[src/apg_pkg.sv]
// ----------------------------------------------------------------------------
// apg_pkg
// Shared constants, types and the arctangent table of the arc point generator.
// ----------------------------------------------------------------------------
package apg_pkg;

    localparam int FRAC_BITS    = 16;
    localparam int MAX_POINTS   = 64;
    localparam int IDX_W        = $clog2(MAX_POINTS);
    localparam int CNT_W        = IDX_W + 1;
    localparam int ANG_IN_W     = 24;
    localparam int WIDE_SH      = 30 - FRAC_BITS;
    localparam int WIDE_W       = ANG_IN_W + WIDE_SH;
    localparam int A_W          = ((WIDE_W > 34) ? WIDE_W : 34) + 2;
    localparam int MOD_STEPS    = (WIDE_W > 33) ? (WIDE_W - 32) : 1;
    localparam int SPAN_W       = 33;
    localparam int CORDIC_STEPS = 28;
    localparam int CW           = 34;
    localparam int ANGC_W       = 36;
    localparam int U_W          = 32;
    localparam int ITER_W       = 6;

    localparam logic [33:0] TWO_PI_Q30  = 34'h1921FB544;
    localparam logic [33:0] PI_Q30      = 34'h0C90FDAA2;
    localparam logic [33:0] HALF_PI_Q30 = 34'h06487ED51;
    localparam logic [31:0] GAIN_INV    = 32'h26DD3B6A;

    typedef enum logic [4:0] {
        OP_NONE,
        OP_LOAD,
        OP_MOD,
        OP_ADJ0,
        OP_ADJ1,
        OP_ADJ2,
        OP_ADJ3,
        OP_DIV_INIT,
        OP_DIV,
        OP_COR_STEP,
        OP_COR_START,
        OP_COR_WRAP,
        OP_COR_FOLD,
        OP_COR_ITER,
        OP_SAVE_ROT,
        OP_SAVE_UNIT,
        OP_POINT,
        OP_ADVANCE
    } dp_op_t;

    typedef struct packed {
        dp_op_t              op;
        logic [ITER_W-1:0]   iter;
    } dp_cmd_t;

    typedef struct packed {
        logic n_zero;
        logic n_one;
        logic last;
    } dp_stat_t;

    // Arctangent of 2^-i in Q2.30.
    function automatic logic [31:0] atan_q30(input logic [4:0] i);
        logic [31:0] v;
        begin
            case (i)
                5'd0:  v = 32'h3243F6A8;
                5'd1:  v = 32'h1DAC6705;
                5'd2:  v = 32'h0FADBAFC;
                5'd3:  v = 32'h07F56EA6;
                5'd4:  v = 32'h03FEAB76;
                5'd5:  v = 32'h01FFD55B;
                5'd6:  v = 32'h00FFFAAA;
                5'd7:  v = 32'h007FFF55;
                5'd8:  v = 32'h003FFFEA;
                5'd9:  v = 32'h001FFFFD;
                5'd10: v = 32'h000FFFFF;
                5'd11: v = 32'h0007FFFF;
                5'd12: v = 32'h0003FFFF;
                5'd13: v = 32'h0001FFFF;
                5'd14: v = 32'h0000FFFF;
                5'd15: v = 32'h00007FFF;
                5'd16: v = 32'h00003FFF;
                5'd17: v = 32'h00001FFF;
                5'd18: v = 32'h00000FFF;
                5'd19: v = 32'h000007FF;
                5'd20: v = 32'h000003FF;
                5'd21: v = 32'h000001FF;
                5'd22: v = 32'h000000FF;
                5'd23: v = 32'h0000007F;
                5'd24: v = 32'h0000003F;
                5'd25: v = 32'h0000001F;
                5'd26: v = 32'h0000000F;
                5'd27: v = 32'h00000008;
                default: v = 32'h00000000;
            endcase
            return v;
        end
    endfunction

endpackage

[src/apg_controller.sv]
// ----------------------------------------------------------------------------
// apg_controller
// Sequencer that steps the datapath through setup and point emission.
// ----------------------------------------------------------------------------
module apg_controller (
    input  logic                 clk,
    input  logic                 rst_n,
    input  logic                 in_valid,
    output logic                 in_ready,
    output logic                 out_valid,
    input  logic                 out_ready,
    input  apg_pkg::dp_stat_t    stat,
    output apg_pkg::dp_cmd_t     cmd
);

    localparam int IW = apg_pkg::ITER_W;

    typedef enum logic [8:0] {
        S_IDLE  = 9'b000000001,
        S_CHECK = 9'b000000010,
        S_MOD   = 9'b000000100,
        S_ADJ   = 9'b000001000,
        S_DIV   = 9'b000010000,
        S_CROT  = 9'b000100000,
        S_CUNIT = 9'b001000000,
        S_POINT = 9'b010000000,
        S_OUT   = 9'b100000000
    } state_t;

    localparam logic [IW-1:0] CNT_ITER0 = IW'(4);
    localparam logic [IW-1:0] CNT_SAVE  = IW'(4 + apg_pkg::CORDIC_STEPS);

    state_t          state_reg, state_next;
    logic [IW-1:0]   cnt_reg, cnt_next;

    always_ff @(posedge clk or negedge rst_n)
    begin
        if (!rst_n)
        begin
            state_reg <= S_IDLE;
            cnt_reg   <= '0;
        end
        else
        begin
            state_reg <= state_next;
            cnt_reg   <= cnt_next;
        end
    end

    always_comb
    begin
        state_next = state_reg;
        cnt_next   = cnt_reg + 1'b1;
        cmd.op     = apg_pkg::OP_NONE;
        cmd.iter   = cnt_reg;
        in_ready   = 1'b0;
        out_valid  = 1'b0;
        case (state_reg)
            S_IDLE:
            begin
                in_ready = 1'b1;
                cnt_next = '0;
                if (in_valid)
                begin
                    cmd.op     = apg_pkg::OP_LOAD;
                    state_next = S_CHECK;
                end
            end
            S_CHECK:
            begin
                cnt_next   = IW'(apg_pkg::MOD_STEPS - 1);
                state_next = stat.n_zero ? S_IDLE : S_MOD;
            end
            S_MOD:
            begin
                cmd.op   = apg_pkg::OP_MOD;
                cnt_next = cnt_reg - 1'b1;
                if (cnt_reg == '0)
                begin
                    cnt_next   = '0;
                    state_next = S_ADJ;
                end
            end
            S_ADJ:
            begin
                case (cnt_reg[1:0])
                    2'd0:    cmd.op = apg_pkg::OP_ADJ0;
                    2'd1:    cmd.op = apg_pkg::OP_ADJ1;
                    2'd2:    cmd.op = apg_pkg::OP_ADJ2;
                    default: cmd.op = apg_pkg::OP_ADJ3;
                endcase
                if (cnt_reg[1:0] == 2'd3)
                begin
                    cnt_next   = '0;
                    state_next = stat.n_one ? S_CUNIT : S_DIV;
                end
            end
            S_DIV:
            begin
                cmd.op = (cnt_reg == '0) ? apg_pkg::OP_DIV_INIT : apg_pkg::OP_DIV;
                if (cnt_reg == IW'(apg_pkg::SPAN_W))
                begin
                    cnt_next   = '0;
                    state_next = S_CROT;
                end
            end
            S_CROT, S_CUNIT:
            begin
                cmd.iter = cnt_reg - CNT_ITER0;
                if (cnt_reg == '0)
                    cmd.op = (state_reg == S_CROT) ? apg_pkg::OP_COR_STEP
                                                   : apg_pkg::OP_COR_START;
                else if (cnt_reg < IW'(3))
                    cmd.op = apg_pkg::OP_COR_WRAP;
                else if (cnt_reg == IW'(3))
                    cmd.op = apg_pkg::OP_COR_FOLD;
                else if (cnt_reg < CNT_SAVE)
                    cmd.op = apg_pkg::OP_COR_ITER;
                else
                begin
                    cmd.op     = (state_reg == S_CROT) ? apg_pkg::OP_SAVE_ROT
                                                       : apg_pkg::OP_SAVE_UNIT;
                    cnt_next   = '0;
                    state_next = (state_reg == S_CROT) ? S_CUNIT : S_POINT;
                end
            end
            S_POINT:
            begin
                cmd.op = apg_pkg::OP_POINT;
                if (cnt_reg == IW'(6))
                begin
                    cnt_next   = '0;
                    state_next = S_OUT;
                end
            end
            S_OUT:
            begin
                out_valid = 1'b1;
                cnt_next  = '0;
                if (out_ready)
                begin
                    cmd.op     = apg_pkg::OP_ADVANCE;
                    state_next = stat.last ? S_IDLE : S_POINT;
                end
            end
            default:
            begin
                state_next = S_IDLE;
            end
        endcase
    end

endmodule

[config.mk]
export PLATFORM = sky130hd
export DESIGN_NAME = apg_controller
export DESIGN_NICKNAME = d
export VERILOG_FILES = /design/src/apg_pkg.sv /design/src/apg_controller.sv
export SDC_FILE = /design/constraint.sdc
export NUM_CORES = 1
export LEC_CHECK = 0
export BUFFER_PORTS_ARGS = -buffer_cell sky130_fd_sc_hd__buf_2
export CAP_MARGIN = 20
export CORE_ASPECT_RATIO = 0.7
export CORE_MARGIN = 2
export CORE_UTILIZATION = 45
export CTS_BUF_LIST = sky130_fd_sc_hd__clkbuf_4
export DETAILED_ROUTE_END_ITERATION = 12
export GPL_ROUTABILITY_DRIVEN = 0
export PLACE_DENSITY = 0.76
export SLEW_MARGIN = 20
export SYNTH_ARGS = -nofsm -noshare
export SYNTH_HDL_FRONTEND = slang
export SYNTH_SLANG_ARGS = --single-unit
[constraint.sdc]
create_clock -name clk -period 2 [get_ports clk]
set_input_delay 0 -clock clk [delete_from_list [all_inputs] [get_ports clk]]
set_output_delay 0 -clock clk [all_outputs]
set_load 0.01 [all_outputs]
Word-level counts from Yosys, hierarchy flattened
Index checks and enable logic that the tools add are counted.
- flip-flop bits (word level): 15
- latch bits: 0
- memory bits (writable): 0
- memory bits (read-only): 0
- input bits: 7
- output and inout port bits: 13
- logic and storage cells: 75
- memories: 0
- $add $sub $neg: 3
- multipliers: 0
- divide/modulo/power cells: 0
- $lt $le $gt $ge: 2
- equality and inequality tests: 25
- shifts and indexed selects: 0
- muxes and demuxes: 38
- bitwise gates (word level): 0
- reductions and logical operators: 5
- operators with widths (kind ; number):
    two-way mux 9 bit ; 10
    one-hot mux 9 bit (8 select lines) ; 1
    two-way mux 6 bit ; 9
    one-hot mux 6 bit (7 select lines) ; 1
    one-hot mux 5 bit (7 select lines) ; 1
    two-way mux 5 bit ; 4
    != test 2 bit, second input constant ; 10
    two-way mux 8 bit ; 2
    AND reduction 10 bit ; 1
    == test 9 x 1 -> 1 bit, second input constant ; 1
    == test 9 x 2 -> 1 bit, second input constant ; 1
    == test 9 x 3 -> 1 bit, second input constant ; 1
    == test 9 x 4 -> 1 bit, second input constant ; 1
    == test 9 x 5 -> 1 bit, second input constant ; 1
    == test 9 x 6 -> 1 bit, second input constant ; 1
    == test 9 x 7 -> 1 bit, second input constant ; 1
    == test 9 x 8 -> 1 bit, second input constant ; 1
    == test 9 bit, second input constant ; 1
    one-hot mux 3 bit (3 select lines) ; 1
    two-way mux 7 bit ; 1
    adder 6 x 1 -> 6 bit, second input constant ; 1
    == test 6 x 2 -> 1 bit, second input constant ; 1
    == test 6 x 3 -> 1 bit, second input constant ; 1
    == test 6 bit, second input constant ; 1
    13 further kinds ; 19

Longest topological paths before layout
- depth in word-level cells: 7
- mapped depth: 7
- mapped depth without buffers: 7

Worst setup path after synthesis
No wires, ideal clock.
- path type: reg-to-reg
- start: register cnt_reg[2]
- end: register state_reg[6]
- library setup time: 125 ps
- data arrival time: 1819 ps
- data required time: 1875 ps
- setup slack: 56 ps
- cell stages (with the launch flop): 8
- path buffers: 0
- period minus slack after synthesis: 1944 ps
- cell sequence: dfrtp_1 inv_1 ha_1 nand4bb_1 a21oi_1 or3_4 nand3_4 mux2_4
- longest elaborated chain between the ends: 3
- elaborated cells between the ends (all ways): 14
- classes of those cells: 2 x order compare; 10 x eq/ne; 2 x reduce/logical
- RTL lines (item ; RTL line ; source):
    start: declaration ; apg_controller.sv:34 ; logic [IW-1:0] cnt_reg, cnt_next;
    start signal: assignment ; apg_controller.sv:46 ; cnt_reg <= cnt_next;
    < comparator 6 bit, or another cell as far along ; apg_controller.sv:117 ; else if (cnt_reg < CNT_SAVE)
    != test 2 bit (no source line) ; n/a ;
    AND reduction 10 bit (no source line) (*) ; n/a ;
    end signal: assignment ; apg_controller.sv:45 ; state_reg <= state_next;
    end: declaration ; apg_controller.sv:33 ; state_t state_reg, state_next;
Mark *: on every way between the ends. The rest lies on a longest branch, timed or not.
A chain may end at the register's enable or synchronous reset.

Worst setup path in the final report
- start: register state_reg[7]
- end: register cnt_reg[4]
- longest elaborated chain between the ends: 3
- elaborated cells between the ends (all ways): 12
- classes of those cells: 9 x eq/ne; 1 x mux; 2 x reduce/logical
- RTL lines (item ; RTL line ; source):
    == test 9 bit, or another cell as far along ; apg_controller.sv:58 ; case (state_reg)
    OR reduction 2 bit, on equally long branches ; n/a ;
    one-hot mux 6 bit (7 select lines) (*) ; apg_controller.sv:58 ;
    net cnt_next[4] ; apg_controller.sv:34 ;
The timed path passes the listed nets; every way through them passes the cells marked *.

==> Flow_metrics.wiki <==
{| class="wikitable"
! Metric !! Value
|-
| Status || complete, but fails checks
|-
| Failing checks || setup timing
|-
| Die area || 3900 um^2
|-
| First DRT Iteration DRCs || 243
|-
| Area of all sequential standard cells || 387.9 um^2
|-
| Sequential-to-total area share from yosys stat || 24.55%
|-
| Most frequent standard cell in the layout excluding fill and tap cells || buf_4
|-
| Most used DFF post-synth || dfrtp_1
|-
| Ratio of final minimum period to clock period || 106.7%
|-
| Worst setup slack before clock tree synthesis || 0.01045 ns
|-
| Crit path capture type || flop
|-
| Average footprint of a synthesized cell || 8.716 um^2
|-
| Fraction of final layout cells sized beyond drive strength 1 || 51.23%
|-
| Routed wire length || 5.265 mm
|-
| Critical path fanouts, max || 8
|-
| Initial Utilization || 47.76%
|-
| Total negative slack || -0.8761 ns
|-
| Insertion delay of the later-clocked pin in the worst-skew pair || 0.32 ns
|-
| Avg Vias per Cell || 5.942
|-
| All-Layer GR Usage || 25.39%
|-
| Cells after synthesis || 176
|-
| Total inserted antenna cells || 0
|-
| Register clock-pin slew on the reported worst setup and hold paths || 0.11 ns
|-
| Die Span Y || 52.85 um
|-
| Type of the worst setup path || flop to flop
|-
| NumNets Final || 262
|-
| Antenna viol nets, final || 0
|-
| Crit path top cell by count || buf_4
|-
| Overall Power || 2.642 mW
|-
| Number of fill cells in the layout || 218
|-
| Placed inst area || 1810 um^2
|-
| Synth warnings || 0
|-
| Final Hold Viols || 0
|-
| Max FFs per register || 9
|-
| Synthesized netlist net count || 193
|-
| Number of antenna violations at the first check in global routing || 0
|-
| Required time at the endpoint of the critical path || 2.19 ns
|-
| HPWL after detailed placement || 3.341 mm
|-
| Seq cells post-synth || 15
|-
| Final Cell Area || 2273 um^2
|-
| Count of endpoints failing setup in the final report || 13
|-
| Post-placement cell count || 255
|-
| Post-detailed-route DRC marker count || 0
|-
| Largest net degree at the start of global routing || 16
|-
| Number of buffers inserted by port buffering || 19
|-
| Fmax || 468.6 MHz
|-
| Commonest non-fill, non-tap cells in the layout || buf_4, buf_2, nor2_1
|-
| Buffers from clock root to sink, at most || 2
|-
| Buffer cell driving the clock tree root || clkbuf_4
|-
| EDFF count, synth || 0
|-
| Total CTS buffers || 3
|-
| Worst Hold Margin || 0.04858 ns
|-
| H-Tree Depth || 1
|-
| Maximum single-stage delay on the critical path || 0.45 ns
|-
| Vias || 1729
|-
| Sort of element at the start of the critical path || flop
|-
| Setup repair after global routing missed its margin || true
|-
| Worst-case vdd ir drop || 0.5726 mV
|-
| Routed wire length per instance || 18.09 um
|-
| Count of TritonRoute iterations in the first routing pass || 5
|-
| Max cap viols || 0
|-
| Clock period minus worst slack || 2.134 ns
|-
| Floorplan core area || 3212 um^2
|-
| Clock tree from TritonCTS || yes
|-
| Grt ovf || 0
|-
| Clock net sink count || 15
|-
| Number of standard cells in the layout, taps in and fillers out || 291
|-
| Standard cell with the maximum stage delay on the critical path || dfrtp_2
|-
| Multi-input gate area || 1172 um^2
|-
| CP cell instances || nor4_4 -> buf_4 -> buf_4 -> o2111ai_1 -> o211a_4 -> o311ai_1 -> o211ai_1
|-
| Cell leakage power || 1.046 nW
|-
| Worst Tran Pin Value || 0.3553 ns
|-
| Row count || 17
|-
| Post-synthesis cell area || 1534 um^2
|-
| Overall die width || 73.79 um
|-
| IO Pins || 20
|-
| Arrival time reported for the critical path endpoint || 2.32 ns
|-
| Setup skew after layout || 0.002433 ns
|-
| Number of different library cells in the post-synthesis netlist || 63
|-
| Number of global-route vias before repair || 1494
|-
| Finished Core Util || 70.78%
|-
| Worst Setup Slack, final || -0.1340 ns
|-
| Async SR Flop Fraction || 100.0%
|-
| Worst max-slew margin expressed relative to the limit || 75.94%
|-
| Area Overhead vs Synth || 48.21%
|-
| Tightest Hold Check Type || primary input to flop
|-
| Power per standard cell area || 1162 nW/um^2
|-
| First-pass GRT wire length || 7.424 mm
|-
| Count of final max-slew check failures || 0
|}
==> critical path: cells and delay by family (launching register included) <==
kind            cells  cell delay, ns
compound gates      4            0.87
simple gates        1            0.39
buf+inv             2            0.30
flops               1            0.45
==> metal layers <==
metal  vias to the layer above  GRT usage (%)  share of wire (%)
met5                         -              0                  0
met4                         0          5.152                1.2
met3                        10          6.476                7.4
met2                        95          38.54                 46
met1                       829          36.12                 45
li1                        795              -                  -
==> Yosys cell counts, drive strengths merged (2+ instances only) <==
| library cell | count | area share, % |
|---|---|---|
| nor3 | 6 | 3.0 |
| xor2 | 5 | 2.9 |
| xnor2 | 5 | 2.9 |
| and4b | 2 | 1.4 |
| clkbuf | 6 | 1.5 |
| or3 | 2 | 1.1 |
| o22ai | 7 | 3.3 |
| a21oi | 5 | 1.6 |
| buf | 8 | 3.8 |
| dfrtp | 14 | 23 |
| nand4b | 2 | 1.1 |
| o21ai | 12 | 3.9 |
| o22a | 2 | 1.7 |
| inv | 12 | 2.9 |
| or4b | 2 | 1.5 |
| nor2b | 2 | 0.82 |
| nand2 | 11 | 2.7 |
| nand3 | 5 | 2.4 |
| nor2 | 14 | 3.6 |
| nand4 | 6 | 2.4 |
| nor4 | 3 | 2.2 |
| o221ai | 2 | 1.1 |
| o2bb2ai | 2 | 1.5 |
| nor3b | 3 | 1.5 |
| nor4b | 5 | 2.9 |
| or4 | 2 | 1.2 |
| ha | 10 | 8.2 |
==> repair_timing <==
item / 4_1_cts / 5_1_grt
hold buffers: 5 / 0
pin swaps: 10 / 16
endpoints found under the setup margin: 7 / 15
resized for setup: 15 / 31
hold endpoints to repair: 20 / 0
buffers inserted: 16 / 12
==> logic make-up after synthesis <==
logic type	count (synthesis)	share of synthesized area, %
AND/OR/NAND/NOR	69	30.34
AO/OA/AOI/OAI	44	21.45
buffers and inverters	26	8.156
flip-flops	15	24.55
XOR/XNOR	10	5.709
adder cells (fa/ha/maj)	10	8.157
multiplexers	2	1.631
==> report_power, final <==
part           total, mW  switching, mW  internal, mW
clock              0.205          0.130        0.0750
sequential         0.558          0.164         0.394
combinational       1.88          0.976         0.903
total               2.64           1.27          1.37
==> final cells by class <==
cell class                 count  area share, %
clock buffer                   3         0.9906
multi-input combinational    135          51.57
sequential                    15          17.06
clock inverter                 1         0.2201
timing repair buffer          78          25.48
tap                           47          2.587
inverter                      12          2.091
==> path summary, 6_finish.rpt <==
| path | start | endpoint | slack (ns) | cells after the start |
|---|---|---|---|---|
| setup / recovery | state_reg[7]$_DFFE_PN0P_ | cnt_reg[4]$_DFF_PN0_ | -0.13 | 7 |
| hold / removal | stat[0] | state_reg[0]$_DFFE_PN1P_ | 0.05 | 3 |
| setup reg to reg | state_reg[7]$_DFFE_PN0P_ | cnt_reg[4]$_DFF_PN0_ | -0.13 | 7 |
| hold reg to reg | state_reg[8]$_DFFE_PN0P_ | state_reg[3]$_DFFE_PN0P_ | 0.68 | 2 |
| max in group asynchronous | rst_n | state_reg[0]$_DFFE_PN1P_ | 1.59 | 2 |
| min in group asynchronous | rst_n | state_reg[5]$_DFFE_PN0P_ | 0.11 | 2 |
No activity file was read; power rests on OpenSTA's default activity.
